--- src/sv/svg_pkg.sv ---
// ----------------------------------------------------------------------------
// svg_pkg
// Shared widths, register indexes and types of the sphere vertex generator.
// ----------------------------------------------------------------------------
`timescale 1ns / 1ps
`default_nettype none

package svg_pkg;

   localparam int COUNT_WIDTH   = 9;
   localparam int DIVISOR_WIDTH = COUNT_WIDTH + 1;
   localparam int QUOT_WIDTH    = 17;
   localparam int DIV_WIDTH     = 27;
   localparam int TEX_SHIFT     = 17;
   localparam int MIN_SLICES    = 3;
   localparam int MIN_STACKS    = 2;
   localparam int ROUND_HALF    = 16384;
   localparam int WAVE_MAX      = 32767;

   typedef longint unsigned ulong_type;

   localparam ulong_type HALF_PI_Q30 = 64'd1686629713;
   localparam longint    ONE_Q30     = 64'sd1073741824;

   typedef logic [1:0]             csr_index_type;
   typedef logic [COUNT_WIDTH-1:0] count_type;
   typedef logic signed [15:0]     wave_type;

   localparam csr_index_type REG_RADIUS      = 2'd0;
   localparam csr_index_type REG_SLICE_COUNT = 2'd1;
   localparam csr_index_type REG_STACK_COUNT = 2'd2;

endpackage

`default_nettype wire

--- src/sv/svg_divider.sv ---
// ----------------------------------------------------------------------------
// svg_divider
// Pipelined restoring divider, one quotient bit per register stage.
// ----------------------------------------------------------------------------
`timescale 1ns / 1ps
`default_nettype none

module svg_divider (
   input  logic                                clock,
   input  logic                                advance,
   input  logic [svg_pkg::DIV_WIDTH-1:0]       dividend,
   input  logic [svg_pkg::DIVISOR_WIDTH-1:0]   divisor,
   output logic [svg_pkg::QUOT_WIDTH-1:0]      quotient
);
   import svg_pkg::*;

   logic [DIV_WIDTH-1:0]     rem_ff [QUOT_WIDTH];
   logic [DIV_WIDTH-1:0]     rem_in [QUOT_WIDTH];
   logic [DIVISOR_WIDTH-1:0] den_ff [QUOT_WIDTH];
   logic [DIVISOR_WIDTH-1:0] den_in [QUOT_WIDTH];
   logic [QUOT_WIDTH-1:0]    quo_ff [QUOT_WIDTH];
   logic [QUOT_WIDTH-1:0]    quo_in [QUOT_WIDTH];

   always_comb begin
      logic [DIV_WIDTH-1:0]     prev_rem;
      logic [DIV_WIDTH-1:0]     trial;
      logic [DIVISOR_WIDTH-1:0] prev_den;
      logic [QUOT_WIDTH-1:0]    prev_quo;
      for (int s = 0; s < QUOT_WIDTH; s++) begin
         if (s == 0) begin
            prev_rem = dividend;
            prev_den = divisor;
            prev_quo = '0;
         end else begin
            prev_rem = rem_ff[s-1];
            prev_den = den_ff[s-1];
            prev_quo = quo_ff[s-1];
         end
         // stage s decides quotient bit QUOT_WIDTH-1-s
         trial = DIV_WIDTH'(prev_den) << (QUOT_WIDTH - 1 - s);
         den_in[s] = prev_den;
         if (prev_rem >= trial) begin
            rem_in[s] = prev_rem - trial;
            quo_in[s] = prev_quo | (QUOT_WIDTH'(1) << (QUOT_WIDTH - 1 - s));
         end else begin
            rem_in[s] = prev_rem;
            quo_in[s] = prev_quo;
         end
      end
   end

   always_ff @(posedge clock) begin
      if (advance) begin
         for (int s = 0; s < QUOT_WIDTH; s++) begin
            rem_ff[s] <= rem_in[s];
            den_ff[s] <= den_in[s];
            quo_ff[s] <= quo_in[s];
         end
      end
   end

   assign quotient = quo_ff[QUOT_WIDTH-1];

endmodule

`default_nettype wire

--- config.mk ---
export PLATFORM = sky130hd
export DESIGN_NAME = svg_divider
export DESIGN_NICKNAME = d
export VERILOG_FILES = /design/src/sv/svg_pkg.sv /design/src/sv/svg_divider.sv
export SDC_FILE = /design/constraint.sdc
export NUM_CORES = 1
export LEC_CHECK = 0
export BUFFER_PORTS_ARGS = -buffer_cell sky130_fd_sc_hd__buf_4
export CAP_MARGIN = 20
export CORE_AREA = 10 10 282 392
export CTS_CLUSTER_DIAMETER = 200
export DETAILED_ROUTE_END_ITERATION = 10
export DIE_AREA = 0 0 292 402
export REMOVE_ABC_BUFFERS = 1
export SYNTH_ARGS = -nofsm -noshare
export SYNTH_HDL_FRONTEND = slang
export SYNTH_SLANG_ARGS = --single-unit
--- constraint.sdc ---
create_clock -name clock -period 3.3 [get_ports clock]
set_clock_uncertainty 0.15 [all_clocks]
set_input_delay 0.66 -clock clock [delete_from_list [all_inputs] [get_ports clock]]
set_output_delay 0.66 -clock clock [all_outputs]
set_load 0.01 [all_outputs]
==> Yosys cells after proc, flatten, opt, wreduce, memory -nomap -nowiden <==
Memories as Yosys holds them, arrays and structs flattened.
Cells that the tools add are included.
{ "totals": {"reg_bits": 0, "elab_cells": 73, "input_bits": 39, "mem_count": 3, "ramBits": 918} }
{ "mem_list": {"columns": ["name", "depth", "word_bits", "rd", "rd_clocked_by_memory_dff", "wr", "line", "source"], "rows": [
  ["rem_ff", 17, 27, 16, 0, 17, "svg_divider.sv:17", "logic [DIV_WIDTH-1:0] rem_ff [QUOT_WIDTH];"],
  ["quo_ff", 17, 17, 17, 0, 17, "svg_divider.sv:21", "logic [QUOT_WIDTH-1:0] quo_ff [QUOT_WIDTH];"],
  ["den_ff", 17, 10, 16, 0, 17, "svg_divider.sv:19", "logic [DIVISOR_WIDTH-1:0] den_ff [QUOT_WIDTH];"]
]} }
{ "classes": {"add_sub_neg": 17, "n_lt_le_gt_ge": 17, "muxes": 36} }
{ "ops": {"columns": ["operator", "n"], "rows": [
  ["$mux 27", 17],
  ["$ge 27x10->1", 1],
  ["$ge 27x11->1", 1],
  ["$ge 27x12->1", 1],
  ["$ge 27x13->1", 1],
  ["$ge 27x14->1", 1],
  ["$ge 27x15->1", 1],
  ["$ge 27x16->1", 1],
  ["$ge 27x17->1", 1],
  ["$ge 27x18->1", 1],
  ["$ge 27x19->1", 1],
  ["$ge 27x20->1", 1],
  ["$ge 27x21->1", 1],
  ["$ge 27x22->1", 1],
  ["$ge 27x23->1", 1],
  ["$ge 27x24->1", 1],
  ["$ge 27x25->1", 1],
  ["$ge 27x26->1", 1],
  ["$sub 27x10->27", 1],
  ["$sub 27x11->27", 1],
  ["$sub 27x12->27", 1],
  ["$sub 27x13->27", 1],
  ["$sub 27x14->27", 1],
  ["$sub 27x15->27", 1],
  ["other kinds (28)", 30]
]} }

==> Longest topological paths before layout <==
{ "logic_depth": {"depth_word": 2, "ltp_mapped": 11} }

==> Worst setup path before layout <==
OpenSTA, ideal clock, no wires.
{ "synth_timing": {"path_type": "register to register", "from": "memory rem_ff[9][15] (netlist: rem_ff[0][258])", "to": "memory rem_ff[10][11] (netlist: rem_ff[0][281]), data pin", "path_stages_with_launch": 9, "t_arrival_ns": 2.782, "path_buffers": 2, "required_time_ns": 2.890, "path_slack_ns": 0.109, "period_less_slack_ns": 3.191, "path_cell_list": "edfxtp_1 > ha_1 > clkbuf_1 > or4_1 > or2_2 > or3_1 > nor3_1 > buf_2 > mux2_2"} }
{ "synth_rtl": {"columns": ["element", "line"], "rows": [
  ["from (decl)", "svg_divider.sv:17"]
]} }

==> results.md <==
- CP Data Arrival Time: 3.44 ns
- Root Buffer: clkbuf_16
- Tot Pwr: 30.2 mW
- Horiz. Die Dim: 292 µm
- Final worst slack: 0.110 ns
- Status: complete, no violations
- Slew headroom: 52.5%
- Most frequent cells in the layout: 745 x edfxtp_1, 230 x inv_1, 170 x ha_1
- Synth Register Bits: 745
- Synth cell types: 82
- Placer Congestion: 0.885
- Worst r2r path cells: 9
- Fin nets: 3196
- Sequential-to-total area share from yosys stat: 62.3%
- Leakage power: 15.3 nW
- Dpl ws: -0.0342 ns
- Synthesized area per cell: 13.0 µm²
- Die height: 402 µm
- RSZ-0062 raised after global routing: false
- Most common cell after layout, fill and taps aside: edfxtp_1
- Core ar.: 104000 µm²
- Max Fclk: 313 MHz
- Hold depth: 1
- Worst-path clk slew: 0.06 ns
- Period utilization: 96.7%
- Crit-path max FO: 23
- Final HPWL DP: 56700 µm
- Max-slew violations: 0
- Row cnt: 140
- Register area: 22400 µm²
- Clock latency on the worst-skew pair: 0.67 ns
- Top layer in use: met4
- Final setup fails: 0
- CTS Buf Count: 78
- Metal2 WL: 45900 µm
- Vias per cell: 4.98
- Initial antenna violation count: 0
- Drt total wl: 75400 µm
- Reg2reg setup slack: 0.11 ns
- Multi-input combinational cell area: 12400 µm²
- Type of origin of the critical path: flop
- CTS Buffer Depth: 3
- Critical path origin: rem_ff[0][258]
- Pin count of the biggest net entering global routing: 106
- Congestion Overflow GR: 0
- Clk sinks: 745
- M1 WL: 22100 µm
- DR WL/cell: 17.2 µm
- Remaining antenna violation count after routing: 0
- Asr flop ratio synth: 0%
- Initial core utilization: 34.7%
- Post-synth EDFFs: 745
- Endpoint of the worst hold path: rem_ff[0][1]
- Met3 Routed Length: 2340 µm
- Final Hold Vio Count: 0
- Primary FF master, synth: edfxtp_1
- I/O Buffers: 55
- Drt first pass iters: 5
- Tmin final: 3.19 ns
- Reg2Reg Launch Point: rem_ff[0][258]
- Ant diodes: 0
- Total GRT Usage: 12.7%
- Tightest Pin Transition: 0.703 ns
- Vias: 21800
- Initial DRC count: 929
- Critical setup path kind: reg2reg
- Layout cells sized above 1: 12.7%
- Global-route wire length before repair: 118000 µm
- HP Start: dividend[1]
- Yosys synthesis warning count: 0
- CP Capture Type: flop
- Worst EP required: 3.55 ns
- Max IR drop VDD: 0.000556 V
- Placed inst area: 38700 µm²
- H-tree levels: 3
- Hold Slack: 0.0533 ns
- Area grow syn2layout: 15.7%
- Die area: 117000 µm²
- Final instance area: 41500 µm²
- Pwr/cell area: 728 nW/µm²
- Syn Std Cell Area: 35900 µm²
- Synth Instances: 2759
- # DRC: 0
- R2r endpoint: rem_ff[0][286]
- Max-capacitance violation count: 0
- CTS tree: done
- Vias in the first global route: 23000
- # IOs: 56
- Fillers: 9632
- Worst hold path class: in2reg
==> state kept, by name, indices dropped and copies added, names as in the netlist <==
register  count
rem_ff      432
den_ff      160
quo_ff      153
==> worst max path at each step <==
| stage | endpoint | slack (ns) | depth (start not counted) |
|---|---|---|---|
| 2_1_floorplan | rem_ff[0][281] | -0.96 | 6 |
| 3_3_place_gp | rem_ff[0][373] | -0.03 | 7 |
| 3_5_place_dp | rem_ff[0][373] | -0.03 | 8 |
| 4_1_cts | rem_ff[0][373] | 0.03 | 8 |
| 5_1_grt | rem_ff[0][399] | 0.01 | 7 |
| 6_report | rem_ff[0][286] | 0.11 | 9 |
==> where the power goes <==
part           switching [mW]  leakage (nW)  total [mW]  internal [mW]
Clock                    3.76          1.27        8.94           5.18
Sequential               1.07          7.13        13.5           12.5
Combinational            4.33          6.86        7.77           3.44
==> repair_timing <==
item,4_1_cts,5_1_grt
resized for setup,0,4
buffers inserted,1,0
endpoints found under the setup margin,1,14
pin swaps,1,1
hold endpoints to repair,22,0
hold buffers,22,0
==> cell usage after synthesis, drive strengths merged (7+ instances only) <==
| cell | n | area share, % |
|---|---|---|
| a211oi | 26 | 0.57 |
| inv | 230 | 2.4 |
| ha | 170 | 5.9 |
| o21ai | 151 | 2.1 |
| o211ai | 17 | 0.36 |
| or4b | 9 | 0.25 |
| nor3 | 78 | 1.1 |
| nor2 | 159 | 1.7 |
| o31a | 21 | 0.51 |
| nand4b | 8 | 0.20 |
| buf | 30 | 0.56 |
| nand2 | 147 | 1.5 |
| nand3b | 13 | 0.27 |
| o31ai | 27 | 0.56 |
| edfxtp | 745 | 62 |
| nand2b | 25 | 0.44 |
| or4 | 32 | 0.69 |
| nand3 | 48 | 0.67 |
| a21oi | 117 | 1.6 |
| o21bai | 10 | 0.21 |
| o21a | 46 | 0.96 |
| or3 | 37 | 0.64 |
| nand4 | 26 | 0.45 |
| nor4b | 14 | 0.34 |
| nor3b | 8 | 0.18 |
| nor2b | 26 | 0.45 |
| clkbuf | 32 | 0.33 |
| xnor2 | 85 | 2.1 |
| or2 | 15 | 0.26 |
| fa | 16 | 0.89 |
| a21boi | 7 | 0.15 |
| or3b | 7 | 0.17 |
| mux2 | 57 | 1.8 |
| a21o | 46 | 0.96 |
| mux2i | 16 | 0.45 |
| nor4 | 65 | 1.2 |
| xor2 | 117 | 2.9 |
==> logic make-up (layout without fill, tap and decap cells) <==
kind of cell / Yosys count / after routing / synth area share, %
xor+xnor: 202 / 202 / 4.93
compound gates: 524 / 524 / 9.44
buf+inv: 292 / 564 / 3.30
simple gates: 737 / 737 / 10.9
fa+ha+maj: 186 / 186 / 6.82
flops: 745 / 745 / 62.3
mux: 73 / 73 / 2.23
==> stage by stage <==
step	TNS [ns]	instances	util (%)
after floorplan	-24.67	2697	-
after global placement	-0.0329	4217	37.4
after detailed placement	-0.0342	4217	37.4
after CTS	0	4380	40.1
after global routing	0	4380	40.1
final	0	4380	40.1
==> critical path: stages, from the launching register on <==
cell and delay, ns:
edfxtp_1 0.40, ha_1 0.28, or4_1 0.60, or2_2 0.34, or3_1 0.36, nor3_2 0.25
buf_12 0.20, buf_4 0.14, nor3_1 0.05, xor2_1 0.15
==> layout make-up <==
cell class | instances | area share [%]
repair buffers | 194 | 3.99
flip-flops and latches | 745 | 53.9
clock inverters | 50 | 1.44
clock buffers | 90 | 4.81
multi-input cells | 1722 | 29.8
well taps | 1349 | 4.06
inverters | 230 | 2.08
==> metal layers <==
layer,vias up,global-route usage [%]
met3,206,2.17
met2,385,27.7
li1,10800,-
met4,0,8.57
met5,-,0
met1,10400,9.38
Power figures use the tool's default switching activity.
