$ cat src/sv/svg_pkg.sv
// ----------------------------------------------------------------------------
// svg_pkg
// Shared widths, register indexes and types of the sphere vertex generator.
// ----------------------------------------------------------------------------
`timescale 1ns / 1ps
`default_nettype none

package svg_pkg;

   localparam int COUNT_WIDTH   = 9;
   localparam int DIVISOR_WIDTH = COUNT_WIDTH + 1;
   localparam int QUOT_WIDTH    = 17;
   localparam int DIV_WIDTH     = 27;
   localparam int TEX_SHIFT     = 17;
   localparam int MIN_SLICES    = 3;
   localparam int MIN_STACKS    = 2;
   localparam int ROUND_HALF    = 16384;
   localparam int WAVE_MAX      = 32767;

   typedef longint unsigned ulong_type;

   localparam ulong_type HALF_PI_Q30 = 64'd1686629713;
   localparam longint    ONE_Q30     = 64'sd1073741824;

   typedef logic [1:0]             csr_index_type;
   typedef logic [COUNT_WIDTH-1:0] count_type;
   typedef logic signed [15:0]     wave_type;

   localparam csr_index_type REG_RADIUS      = 2'd0;
   localparam csr_index_type REG_SLICE_COUNT = 2'd1;
   localparam csr_index_type REG_STACK_COUNT = 2'd2;

endpackage

`default_nettype wire

$ cat src/sv/svg_wave.sv
// ----------------------------------------------------------------------------
// svg_wave
// Quarter-wave sine table and four registered sine/cosine lookups.
// ----------------------------------------------------------------------------
`timescale 1ns / 1ps
`default_nettype none

module svg_wave #(
   parameter int SINE_TABLE_DEPTH = 256
) (
   input  logic                                clock,
   input  logic                                advance,
   input  logic [$clog2(SINE_TABLE_DEPTH)-1:0] az_index,
   input  logic [$clog2(SINE_TABLE_DEPTH)-1:0] pol_index,
   output svg_pkg::wave_type                   az_sine,
   output svg_pkg::wave_type                   az_cosine,
   output svg_pkg::wave_type                   pol_sine,
   output svg_pkg::wave_type                   pol_cosine
);
   import svg_pkg::*;

   localparam int AngleWidth   = $clog2(SINE_TABLE_DEPTH);
   localparam int QuarterDepth = SINE_TABLE_DEPTH / 4;
   localparam int IndexWidth   = AngleWidth - 1;

   logic [14:0]           quarter [QuarterDepth+1];
   logic [AngleWidth-1:0] lane_idx [4];
   logic [IndexWidth-1:0] table_idx [4];
   logic [14:0]           mag [4];
   wave_type              wave_in [4];
   wave_type              wave_ff [4];

   // Taylor series of degree 13 in Q2.30, rounded half up to Q1.15
   for (genvar j = 0; j <= QuarterDepth; j++) begin : g_tab
      localparam ulong_type X  = (ulong_type'(4 * j) * HALF_PI_Q30) / SINE_TABLE_DEPTH;
      localparam ulong_type X2 = (X * X) >> 30;
      localparam ulong_type T1 = ((X * X2) >> 30) / 6;
      localparam ulong_type T2 = ((T1 * X2) >> 30) / 20;
      localparam ulong_type T3 = ((T2 * X2) >> 30) / 42;
      localparam ulong_type T4 = ((T3 * X2) >> 30) / 72;
      localparam ulong_type T5 = ((T4 * X2) >> 30) / 110;
      localparam ulong_type T6 = ((T5 * X2) >> 30) / 156;
      localparam longint S = longint'(X) - longint'(T1) + longint'(T2) - longint'(T3)
                             + longint'(T4) - longint'(T5) + longint'(T6);
      localparam longint SC = (S < 0) ? 0 : ((S > ONE_Q30) ? ONE_Q30 : S);
      localparam longint MAG = (SC + ROUND_HALF) >>> 15;
      localparam longint MAGC = (MAG > WAVE_MAX) ? WAVE_MAX : MAG;
      assign quarter[j] = 15'(MAGC);
   end

   assign lane_idx[0] = az_index;
   assign lane_idx[1] = az_index + AngleWidth'(QuarterDepth);
   assign lane_idx[2] = pol_index;
   assign lane_idx[3] = pol_index + AngleWidth'(QuarterDepth);

   always_comb begin
      for (int l = 0; l < 4; l++) begin
         table_idx[l] = {1'b0, lane_idx[l][AngleWidth-3:0]};
         // odd quadrants run the quarter wave backward
         if (lane_idx[l][AngleWidth-2]) begin
            table_idx[l] = IndexWidth'(QuarterDepth) - table_idx[l];
         end
         mag[l] = quarter[table_idx[l]];
         if (lane_idx[l][AngleWidth-1]) begin
            wave_in[l] = -wave_type'({1'b0, mag[l]});
         end else begin
            wave_in[l] = wave_type'({1'b0, mag[l]});
         end
      end
   end

   always_ff @(posedge clock) begin
      if (advance) begin
         for (int l = 0; l < 4; l++) begin
            wave_ff[l] <= wave_in[l];
         end
      end
   end

   assign az_sine    = wave_ff[0];
   assign az_cosine  = wave_ff[1];
   assign pol_sine   = wave_ff[2];
   assign pol_cosine = wave_ff[3];

endmodule

`default_nettype wire

$ cat config.mk
export PLATFORM = sky130hd
export DESIGN_NAME = svg_wave
export DESIGN_NICKNAME = d
export VERILOG_FILES = /design/src/sv/svg_pkg.sv /design/src/sv/svg_wave.sv
export SDC_FILE = /design/constraint.sdc
export NUM_CORES = 1
export LEC_CHECK = 0
export ABC_AREA = 1
export BUFFER_PORTS_ARGS = -buffer_cell sky130_fd_sc_hd__buf_2
export CORE_ASPECT_RATIO = 1.2
export CORE_UTILIZATION = 34
export CTS_CLUSTER_DIAMETER = 100
export CTS_CLUSTER_SIZE = 12
export DETAILED_ROUTE_END_ITERATION = 10
export GPL_TIMING_DRIVEN = 1
export SYNTH_ARGS = -nofsm -noshare
export SYNTH_HDL_FRONTEND = slang
export SYNTH_SLANG_ARGS = --single-unit
$ cat constraint.sdc
create_clock -name clock -period 4.3 [get_ports clock]
set_input_delay 0.43 -clock clock [delete_from_list [all_inputs] [get_ports clock]]
set_output_delay 0.43 -clock clock [all_outputs]
set_load 0.02 [all_outputs]
# == After elaboration in Yosys (flattened, before gate mapping) ==
# Memory sizes are Yosys's and may differ from the RTL's.
# Cells that the tools add are included.
# W data, S select, Z words.
# word_totals
input_bits,18
rom_bits,7680
mem_count,5
elab_cells,41
reg_bits,0
ramBits,64
output_inout_bits,64
# memory_table
memory,words,word_bits,read_ports,rd_ports_with_merged_regs,wr,line,text
(no name shown),128,15,1,0,0,svg_wave.sv:63,mag[l] = quarter[table_idx[l]];
(no name shown),128,15,1,0,0,svg_wave.sv:63,
(no name shown),128,15,1,0,0,svg_wave.sv:63,
(no name shown),128,15,1,0,0,svg_wave.sv:63,
wave_ff,4,16,4,0,4,svg_wave.sv:31,wave_type wave_ff [4];
# classes
order_cmp,4
muxes,18
addsub,10
bitwise_logic,4
# op_table
operator,n
$mux W15,8
$mux W16,4
$neg A15 Y16,4
$ge A8 B8 Y1 const B,4
$not A7 Y8,4
$mux W7,4
$sub A7 B6 Y7 const A,4
$add A8 B7 Y8 const B,2
$mux W1,2

# == Logic depth before layout (Yosys ltp) ==
# Gate-level depths: netlist of the first run.
# depth
word_depth,9
mapped_depth,27
ltp_nobuf,25

# == Least setup slack after synthesis of the first run ==
# OpenSTA, ideal clock, no wires.
# synth_timing
path_kind,input -> register
from,input az_index[0]
to,memory wave_ff[1][6] (netlist name) (data pin)
path_buffers,1
setup_ns,0.254
required_time_ns,4.046
slack_ns,0.965
t_arrival_ns,3.081
path_stages,20
path_cell_list,inv_2 > buf_6 > ha_1 > o21ai_2 > inv_2 > ha_1 > nor2_1 > inv_1 > nand2_1 > o21ai_1 > o21ai_0 > a21oi_1 > o21ai_2 > ha_1 > inv_1 > nor2_2 > nand3_1 > nand2_2 > xor2_1 > inv_1
# synth_lines
item,line,text
start: declaration,svg_wave.sv:13,"input logic [$clog2(SINE_TABLE_DEPTH)-1:0] az_index,"
end: declaration,svg_wave.sv:31,

==> impl_summary.log, run 1 <==
INFO  metric numCtsBuffers = 9
INFO  metric critPathSlowestCell = nand2_2
INFO  metric hpwlAfterDp = 27.1 mm
INFO  metric drt_iter0_markers = 1434
INFO  metric post_synth_num_cell_types = 34
INFO  metric setup.worst_path.start_class = input port
INFO  metric synthSimpleGateAreaFrac = 0.560
INFO  metric layout_min_cycle_time = 3.64 ns
INFO  metric route.detailed.drc = 0
INFO  metric largest_reg_flops = 64
INFO  metric layout_top_registers = wave_ff (64)
INFO  metric cts.repair.resized = 0
INFO  metric flops_latches_synth = 64
INFO  metric peakVddDrop = 166 µV
INFO  metric synth_xor_xnor_area_share = 0.0220
INFO  metric final-setup-viol-count = 0
INFO  metric area.growth.synth_to_final = 8.58%
INFO  metric firstDrtPassIters = 5
INFO  metric path_cells = buf_2, inv_2, ha_1, inv_1, nand2_2, nand3_2, nand2_2, buf_4, inv_2, nand2_1, nand3_1, nand3_1, a21oi_1, nor2_2, ha_1, nand4_1, nor2_1, nand2_1, nand2_2, nand4_1, nand2_1, inv_1
INFO  metric maxCapViolations = 0
INFO  metric registers.top_by_ff_count = wave_ff
INFO  metric min_path_cells = 4
INFO  metric totalWireLength = 36.4 mm
INFO  metric die_height = 193 µm
INFO  metric clk_root_buffer_cell = clkbuf_16
INFO  metric final_antenna_net_count = 0
INFO  metric maximum_number_of_pins_on_one_net_before_global_route_repair = 65
INFO  metric gp_congestion = 0.993
INFO  metric cellLeakagePower = 6.18 nW
INFO  metric maximum_clock_frequency = 275 MHz
INFO  metric syn-cell-area = 0.0104 mm²
INFO  metric fin_crit_sh = 0.846
INFO  metric synth-warning-count = 0
INFO  metric n_antenna_cell = 0
INFO  metric power_density = 311 mW/mm²
INFO  metric synth-edff-count = 64
INFO  metric initial_utilization = 0.348
INFO  metric antenna_violations_before_repair = 0
INFO  metric grt_setup_unrepaired = false
INFO  metric cts-hold-fix-buffers = 0
INFO  metric critPathMaxFanout = 16
INFO  metric tritoncts = yes
INFO  metric max_slew_margin = 0.421
INFO  metric routed_via_density = 5.38
INFO  metric clk_pin_slew_worst_paths = 0.06 ns
INFO  metric tightestPinTransition = 0.869 ns
INFO  metric setup_tns = 0 ns
INFO  metric postSynth.asyncResetShare = 0
INFO  metric clock_tree.htree_level_count = 3
INFO  metric synth_cells = 1823
INFO  metric post-route-util = 0.378
INFO  metric placement_rows = 69
INFO  metric first_global_vias = 11.1k
INFO  metric cts_setup_buffers = 0
INFO  metric holdCritStartpoint = az_index[7]
INFO  metric crit_path_kind = input port to register
INFO  metric clock_sink_count = 64
INFO  metric dominant_combinational_cell_family_by_area_after_synthesis = simple AND/OR/NAND/NOR gates
INFO  metric nets = 1931
INFO  metric hold_path_end = wave_ff[0][11]
INFO  metric synth_compound_area_frac = 0.0619
INFO  metric clockBufferDepth = 2
INFO  metric timing_hold_violations_final = 0
INFO  metric grt_use_total = 0.233
INFO  metric routed_wire_length_per_instance = 16.1 µm
INFO  metric vias = 12.1k
INFO  metric postSynth.topFlopCell = edfxtp_1
INFO  metric worst_hold_path_type = input port to register
INFO  metric cpPeakStageDelay = 0.32 ns
INFO  metric drive_above_1_share = 0.125
INFO  metric dieWidth = 161 µm
INFO  metric end_kind = register
INFO  metric pin_count = 82
INFO  metric global_route_overflow = 0
INFO  metric synth.yosys.seq_area_share = 0.185
INFO  metric synth.net_count = 1890
INFO  metric io_buf_count = 81
INFO  metric post_synth_mux_area_share = 0
INFO  metric final-max-slew-violation-count = 0
INFO  metric grt_pass1_wl = 58.7 mm
INFO  metric filler_cell_count = 3340
INFO  metric status = finished clean
INFO  metric core_area = 0.0298 mm²
INFO  metric arrival = 3.75 ns
INFO  metric synthAdderAreaFrac = 0.0591
INFO  metric fp.dieArea = 0.0312 mm²
INFO  metric critPathRequiredTime = 4.41 ns
INFO  metric post-layout-total-power = 3.50 mW
INFO  metric synthesis.area_per_instance = 5.69 µm²
==> power breakdown <==
| group | switching (mW) | total (mW) | internal [mW] |
|---|---|---|---|
| combinational | 1.33 | 1.89 | 0.565 |
| sequential | 0.0385 | 0.881 | 0.843 |
| clock | 0.290 | 0.727 | 0.437 |
| total | 1.66 | 3.50 | 1.84 |
==> logic make-up (layout without fill, tap and decap cells) <==
logic type      Yosys count  in the layout
simple gates           1321           1321
buf+inv                 249            294
fa+ha+maj                49             49
flops                    64             64
compound gates          114            114
xor+xnor                 26             26
==> area by class of cell <==
cell class,instances,area (µm²),share of cell area
Tap cell,390,488,0.0433
Multi-Input combinational cell,1510,7290,0.648
Inverter,167,627,0.0557
Sequential cell,64,1920,0.171
Clock inverter,6,51.3,0.00456
Timing Repair Buffer,112,653,0.0580
Clock buffer,9,225,0.0200
==> metrics by stage <==
| stage | hold WS, ns | area, µm² | std cells | worst slack, ns |
|---|---|---|---|---|
| after CTS | 0.596 | 11300 | 2258 | 0.695 |
| after global placement | 0.874 | 11000 | 2243 | 0.353 |
| after floorplan | 0.542 | 10400 | 1823 | 0.965 |
| after global routing | 0.668 | 11300 | 2258 | 0.376 |
| final | 0.620 | 11300 | 2258 | 0.662 |
| after detailed placement | 0.873 | 11000 | 2243 | 0.327 |
==> worst max-delay path by stage <==
stage | start | to | slack, ns | cells past startpoint
after floorplan | az_index[0] | wave_ff[1][6] | 0.96 | 20
after global placement | pol_index[0] | wave_ff[3][6] | 0.35 | 21
after detailed placement | pol_index[0] | wave_ff[3][6] | 0.33 | 21
after CTS | pol_index[0] | wave_ff[3][10] | 0.70 | 22
after global routing | pol_index[0] | wave_ff[3][10] | 0.38 | 22
final | pol_index[0] | wave_ff[3][10] | 0.66 | 22
==> worst max-delay path: cells and delay by family <==
kind / cells / cell delay (ns)
AO/OA/AOI/OAI: 1 / 0.11
adder cells (fa/ha/maj): 2 / 0.47
buffers and inverters: 6 / 0.88
AND/OR/NAND/NOR: 13 / 1.83
==> cell usage in the layout (no fill, tap or decap), types with 4 or more instances in the layout <==
| cell type | n |
|---|---|
| buf_2 | 80 |
| nand2_1 | 781 |
| nand3b_1 | 8 |
| nand3_2 | 17 |
| nor2_2 | 21 |
| a21oi_1 | 23 |
| o21ai_2 | 9 |
| nand2_2 | 28 |
| inv_1 | 145 |
| nand4_1 | 27 |
| o21ai_1 | 23 |
| xor2_1 | 22 |
| nor2_1 | 92 |
| nand3_1 | 332 |
| inv_2 | 22 |
| nand2_4 | 6 |
| buf_4 | 31 |
| edfxtp_1 | 64 |
| o211ai_1 | 12 |
| o21ai_0 | 43 |
| ha_1 | 49 |
| xnor2_1 | 4 |
| clkbuf_16 | 9 |
==> cells in the mapped netlist (9+ instances only) <==
cell type	instances	area (µm²)
nor2_1	92	345
xor2_1	22	193
buf_4	25	188
buf_2	35	175
o21ai_2	9	78.8
ha_1	49	613
nand3_2	17	170
a21oi_1	23	115
inv_1	145	544
o21ai_0	43	215
nand2_2	28	175
buf_6	11	124
nor2_2	21	131
nand3_1	332	1660
edfxtp_1	64	1920
nand4_1	27	169
o21ai_1	23	115
o211ai_1	12	90.1
inv_2	22	82.6
nand2_1	781	2930
==> per-layer routing <==
layer / part of all wire / GRT usage / vias to the layer above
met5: 0 / 0 / -
met4: 0.032 / 0.100 / 0
met3: 0.058 / 0.0247 / 83
met2: 0.48 / 0.389 / 492
met1: 0.43 / 0.302 / 5585
li1: - / - / 5986
(Power assumes the default switching activity.)
==> run 2: changes to the inputs <==
Clock period 4.3 ns to 3.1 ns, I/O delays scaled along.
==> run 2 against run 1 <==
  * Global-route usage is 1.4 points higher
  * Sequential share of layout area is 1.8 points lower
  * Non-clock buffer count is 160 higher
  * Total power is 46% higher
  * Setup slack worse by 0.37 ns
  * Largest power group unchanged
==> impl_summary.log, run 2 (same netlist as run 1, synthesis figures left out) <==
INFO  metric tightestPinTransition = 0.723 ns
INFO  metric holdCritStartpoint = az_index[7]
INFO  metric cts-hold-fix-buffers = 0
INFO  metric antenna_violations_before_repair = 0
INFO  metric clk_root_buffer_cell = clkbuf_16
INFO  metric io_buf_count = 81
INFO  metric critPathMaxFanout = 7
INFO  metric worst_hold_path_type = input port to register
INFO  metric area.sequential = 0.00192 mm²
INFO  metric n_antenna_cell = 0
INFO  metric multi_input_comb_area = 0.00732 mm²
INFO  metric firstDrtPassIters = 5
INFO  metric maximum_number_of_pins_on_one_net_before_global_route_repair = 39
INFO  metric drive_above_1_share = 0.198
INFO  metric fin_crit_sh = 0.906
INFO  metric critPathRequiredTime = 3.21 ns
INFO  metric cellLeakagePower = 6.95 nW
INFO  metric numCtsBuffers = 9
INFO  metric layout_commonest_cell = nand2_1
INFO  metric grt_pass1_wl = 61.7 mm
INFO  metric timing_hold_violations_final = 0
INFO  metric dieWidth = 161 µm
INFO  metric placement_rows = 69
INFO  metric max_slew_margin = 0.518
INFO  metric grt_setup_unrepaired = false
INFO  metric layout_top_registers = wave_ff (64)
INFO  metric vias = 12.5k
INFO  metric end_kind = register
INFO  metric clk_pin_slew_worst_paths = 0.06 ns
INFO  metric crit_path_kind = input port to register
INFO  metric arrival = 2.92 ns
INFO  metric die_height = 193 µm
INFO  metric drt_iter0_markers = 1204
INFO  metric fin_ws = 0.291 ns
INFO  metric final_cell_mix = nand2_1, nand3_1, buf_4
INFO  metric routed_wire_length_per_instance = 15.7 µm
INFO  metric grt_use_total = 0.247
INFO  metric power_density = 407 mW/mm²
INFO  metric routed_via_density = 5.15
INFO  metric setup.worst_path.start_class = input port
INFO  metric filler_cell_count = 3221
INFO  metric clockBufferDepth = 2
INFO  metric registers.top_by_ff_count = wave_ff
INFO  metric maxCapViolations = 0
INFO  metric status = finished clean
INFO  metric pin_count = 82
INFO  metric area.growth.synth_to_final = 21.2%
INFO  metric maximum_clock_frequency = 356 MHz
INFO  metric route.detailed.drc = 0
INFO  metric fp.dieArea = 0.0312 mm²
INFO  metric clock_sink_count = 64
INFO  metric final_antenna_net_count = 0
INFO  metric final-max-slew-violation-count = 0
INFO  metric first_global_vias = 11.8k
INFO  metric preCtsSetupSlack = -0.0675 ns
INFO  metric final-setup-viol-count = 0
INFO  metric tritoncts = yes
INFO  metric nets = 2091
INFO  metric peakVddDrop = 250 µV
INFO  metric initial_utilization = 0.348
INFO  metric hold_path_end = wave_ff[0][1]
INFO  metric clock_tree.htree_level_count = 3
INFO  metric totalWireLength = 38.0 mm
INFO  metric min_path_cells = 2
INFO  metric gp_congestion = 0.968
INFO  metric layout_min_cycle_time = 2.81 ns
INFO  metric hpwlAfterDp = 29.9 mm
INFO  metric post-route-util = 0.422
INFO  metric global_route_overflow = 0
INFO  metric largest_reg_flops = 64
INFO  metric core_area = 0.0298 mm²
==> run 2: area by class of cell <==
class,count,area share
flip-flops and latches,64,0.153
clock inverters,5,0.00269
repair buffers,272,0.154
well taps,390,0.0388
inverters,167,0.0499
multi-input cells,1510,0.583
clock buffers,11,0.0185
==> run 2: repair_timing <==
item / CTS / global route
buffers inserted: 0 / 0
setup endpoints to repair: 0 / 2
gates resized for setup: 0 / 2
==> run 2: per-stage QoR <==
stage                     hold slack, ns  instances  TNS (ns)  power [mW]  cell area, µm²
final                              0.500       2419         0        5.11           12600
after global routing               0.530       2419         0        5.51           12600
after CTS                          0.489       2419         0        5.12           12600
after detailed placement           0.753       2403    -0.339        4.14           12300
after global placement             0.754       2403    -0.380        4.16           12300
after floorplan                    0.422       1823         0        3.15           10400
==> run 2: critical path, stage by stage <==
cell and delay (ns):
buf_2 0.11, inv_2 0.07, ha_1 0.23, inv_1 0.09
buf_4 0.15, nor2_1 0.37, inv_1 0.12, nand2_1 0.12
nand2_1 0.10, nand2_1 0.09, nand2_1 0.04, nand2_1 0.06
nand2_1 0.04, nand3_1 0.12, inv_1 0.05, ha_2 0.18
nand4_1 0.12, nor2_1 0.06, nand2_1 0.10, nand2_2 0.12
nand3_1 0.11, nand2_1 0.06, nand2_1 0.05, inv_1 0.04
==> run 2: routing by layer <==
metal  global-route usage  vias to the layer above  part of all wire
li1                     -                     6294                 -
met1                0.320                     5674              0.44
met2                0.418                      401              0.48
met3               0.0212                       82             0.049
met4                0.100                        0             0.034
met5                    0                        -                 0
==> run 2: how the worst max path moves through the flow <==
| stage | from | to | depth (start not counted) |
|---|---|---|---|
| 2_1_floorplan | pol_index[0] | wave_ff[2][12] | 25 |
| 3_3_place_gp | pol_index[0] | wave_ff[3][12] | 24 |
| 3_5_place_dp | pol_index[0] | wave_ff[3][10] | 24 |
| 4_1_cts | pol_index[0] | wave_ff[3][10] | 24 |
| 5_1_grt | pol_index[0] | wave_ff[3][6] | 21 |
| 6_report | pol_index[0] | wave_ff[3][10] | 24 |
==> run 2: report_power, final <==
group	internal, mW	total (mW)	switching (mW)
Clock	0.540	0.954	0.414
Sequential	1.17	1.22	0.0492
Combinational	1.03	2.94	1.91
Total	2.74	5.11	2.37
==> run 3: changes to the inputs <==
Settings changed: ABC_CLOCK_PERIOD_IN_PS set to 2400.
Clock period 3.1 ns to 2.4 ns, I/O delays scaled along.
==> run 3 against run 2 <==
  * The flow now finishes with violations (setup timing)
  * Count of clock-buffer cells in the layout shrank 1
  * Global-route usage is 2.0 points higher
  * Critical path depth shrank 4
  * First-iteration DRC count fell by 15%
  * Critical endpoint is now wave_ff[1][6]
  * Largest power group unchanged
==> impl_summary.log, run 3 (same netlist as run 1, synthesis figures left out) <==
INFO  metric status = complete, but fails checks
INFO  metric violations = setup timing
INFO  metric n_antenna_cell = 0
INFO  metric crit_path_kind = input port to register
INFO  metric clockBufferDepth = 2
INFO  metric cts-hold-fix-buffers = 0
INFO  metric post-route-util = 0.555
INFO  metric grt_pass1_wl = 66.9 mm
INFO  metric dp.cells = 2637
INFO  metric die_height = 193 µm
INFO  metric vias = 13.9k
INFO  metric route.detailed.drc = 0
INFO  metric final_antenna_net_count = 0
INFO  metric holdCritStartpoint = az_index[7]
INFO  metric met2_wirelength = 21.8 mm
INFO  metric core_area = 0.0298 mm²
INFO  metric area.growth.synth_to_final = 59.5%
INFO  metric maxUsedRoutingLayer = met4
INFO  metric final-setup-viol-count = 35
INFO  metric routed_via_density = 5.17
INFO  metric worst_hold_path_type = input port to register
INFO  metric io_buf_count = 81
INFO  metric finalHoldWorstSlack = 0.405 ns
INFO  metric max_slew_margin = 0.417
INFO  metric registers.top_by_ff_count = wave_ff
INFO  metric cellLeakagePower = 8.70 nW
INFO  metric fin_crit_sh = 1.08
INFO  metric largest_reg_flops = 64
INFO  metric fp.dieArea = 0.0312 mm²
INFO  metric maximum_clock_frequency = 386 MHz
INFO  metric drt_iter0_markers = 1023
INFO  metric timing_hold_violations_final = 0
INFO  metric routed_metal_1_wire_length = 18.2 mm
INFO  metric gp_congestion = 0.997
INFO  metric critical_path.endpoint = wave_ff[1][6]
INFO  metric final_cell_mix = nand2_1, buf_4, nand3_1
INFO  metric global_route_overflow = 0
INFO  metric hpwlAfterDp = 32.6 mm
INFO  metric initial_utilization = 0.348
INFO  metric grt_use_total = 0.266
INFO  metric setup.worst_path.start_class = input port
INFO  metric fin_ws = -0.190 ns
INFO  metric power_density = 500 mW/mm²
INFO  metric dieWidth = 161 µm
INFO  metric critPathSlowestCell = ha_4
INFO  metric maxCapViolations = 0
INFO  metric tightestPinTransition = 0.874 ns
INFO  metric numCtsBuffers = 9
INFO  metric totalWireLength = 43.2 mm
INFO  metric placement_rows = 69
INFO  metric clk_root_buffer_cell = clkbuf_16
INFO  metric met3_length = 1.93 mm
INFO  metric clock_sink_count = 64
INFO  metric preCtsSetupSlack = -0.692 ns
INFO  metric layout_commonest_cell = nand2_1
INFO  metric critPathRequiredTime = 2.50 ns
INFO  metric final-max-slew-violation-count = 0
INFO  metric clock_tree.htree_level_count = 3
INFO  metric maximum_number_of_pins_on_one_net_before_global_route_repair = 65
INFO  metric critPathMaxFanout = 5
INFO  metric layout_top_registers = wave_ff (64)
INFO  metric tritoncts = yes
INFO  metric antenna_violations_before_repair = 0
INFO  metric peakVddDrop = 303 µV
INFO  metric layout_min_cycle_time = 2.59 ns
INFO  metric pin_count = 82
INFO  metric cpPeakStageDelay = 0.29 ns
INFO  metric startpoint = az_index[1]
INFO  metric firstDrtPassIters = 5
INFO  metric clk_pin_slew_worst_paths = 0.05 ns
INFO  metric end_kind = register
INFO  metric routed_wire_length_per_instance = 16.0 µm
INFO  metric arrival = 2.69 ns
INFO  metric first_global_vias = 13.1k
INFO  metric grt_setup_unrepaired = true
INFO  metric setup_tns = -2.49 ns
INFO  metric path_cells = buf_8, clkinvlp_4, ha_4, o21ai_4, inv_4, ha_4, nor2_4, inv_2, nand2_2, o21ai_1, o21ai_1, a21oi_1, o21ai_2, ha_2, inv_2, nor2_4, nand3_2, nand2_4, xor2_1, inv_1
INFO  metric instances_no_fill = 2698
INFO  metric drive_above_1_share = 0.414
INFO  metric nets = 2371
## run 3: cell types whose count changed in the layout (fill, tap and decap cells not counted), sizes merged
cell,delta
bufinv,+2
buf,+278
inv,-1
nand2,+1
clkinvlp,-1
## run 3: area by class of cell
type	instances	area, µm²
clock buffers	10	229
clock inverters	5	72.6
fillers	2918	13200
inverters	167	686
multi-input cells	1511	8870
flip-flops and latches	64	1920
well taps	390	488
repair buffers	551	4270
## run 3: layer usage
layer,GRT usage,vias up
li1,-,6874
met1,0.342,6522
met2,0.469,456
met3,0.0184,86
met4,0.0898,0
met5,0,-
## run 3: where the power goes
part	internal, mW	total [mW]	switching [mW]
clock	0.896	1.44	0.546
sequential	1.51	1.57	0.0654
combinational	2.21	5.25	3.04
## run 3: repair_timing
action,4_1_cts,5_1_grt
setup buffers,18,27
gates cloned,1,0
resized for setup,88,300
endpoints found under the setup margin,52,52
pin swaps,54,119
endpoints found under the hold margin,0,0
## run 3: critical path: cells and delay by family
family | cells | cell delay, ns
adder cells (fa/ha/maj) | 3 | 0.69
AO/OA/AOI/OAI | 5 | 0.62
AND/OR/NAND/NOR | 5 | 0.53
buffers and inverters | 6 | 0.44
XOR/XNOR | 1 | 0.18
## run 3: stage by stage
stage,cell area (µm²),power (mW)
after CTS,15200,7.70
after global placement,14400,6.04
final,16500,8.27
after global routing,16500,8.82
after detailed placement,14400,6.06
after floorplan,10700,4.17
## run 3: worst min-delay path by stage
| stage | slack [ns] | to | cells past startpoint |
|---|---|---|---|
| 3_3_place_gp | 0.68 | pol_cosine[11] | 1 |
| 2_1_floorplan | 0.35 | wave_ff[0][0] | 0 |
| 3_5_place_dp | 0.68 | pol_sine[13] | 1 |
| 5_1_grt | 0.41 | wave_ff[0][15] | 3 |
| 4_1_cts | 0.39 | wave_ff[0][13] | 4 |
| 6_report | 0.41 | wave_ff[0][13] | 4 |
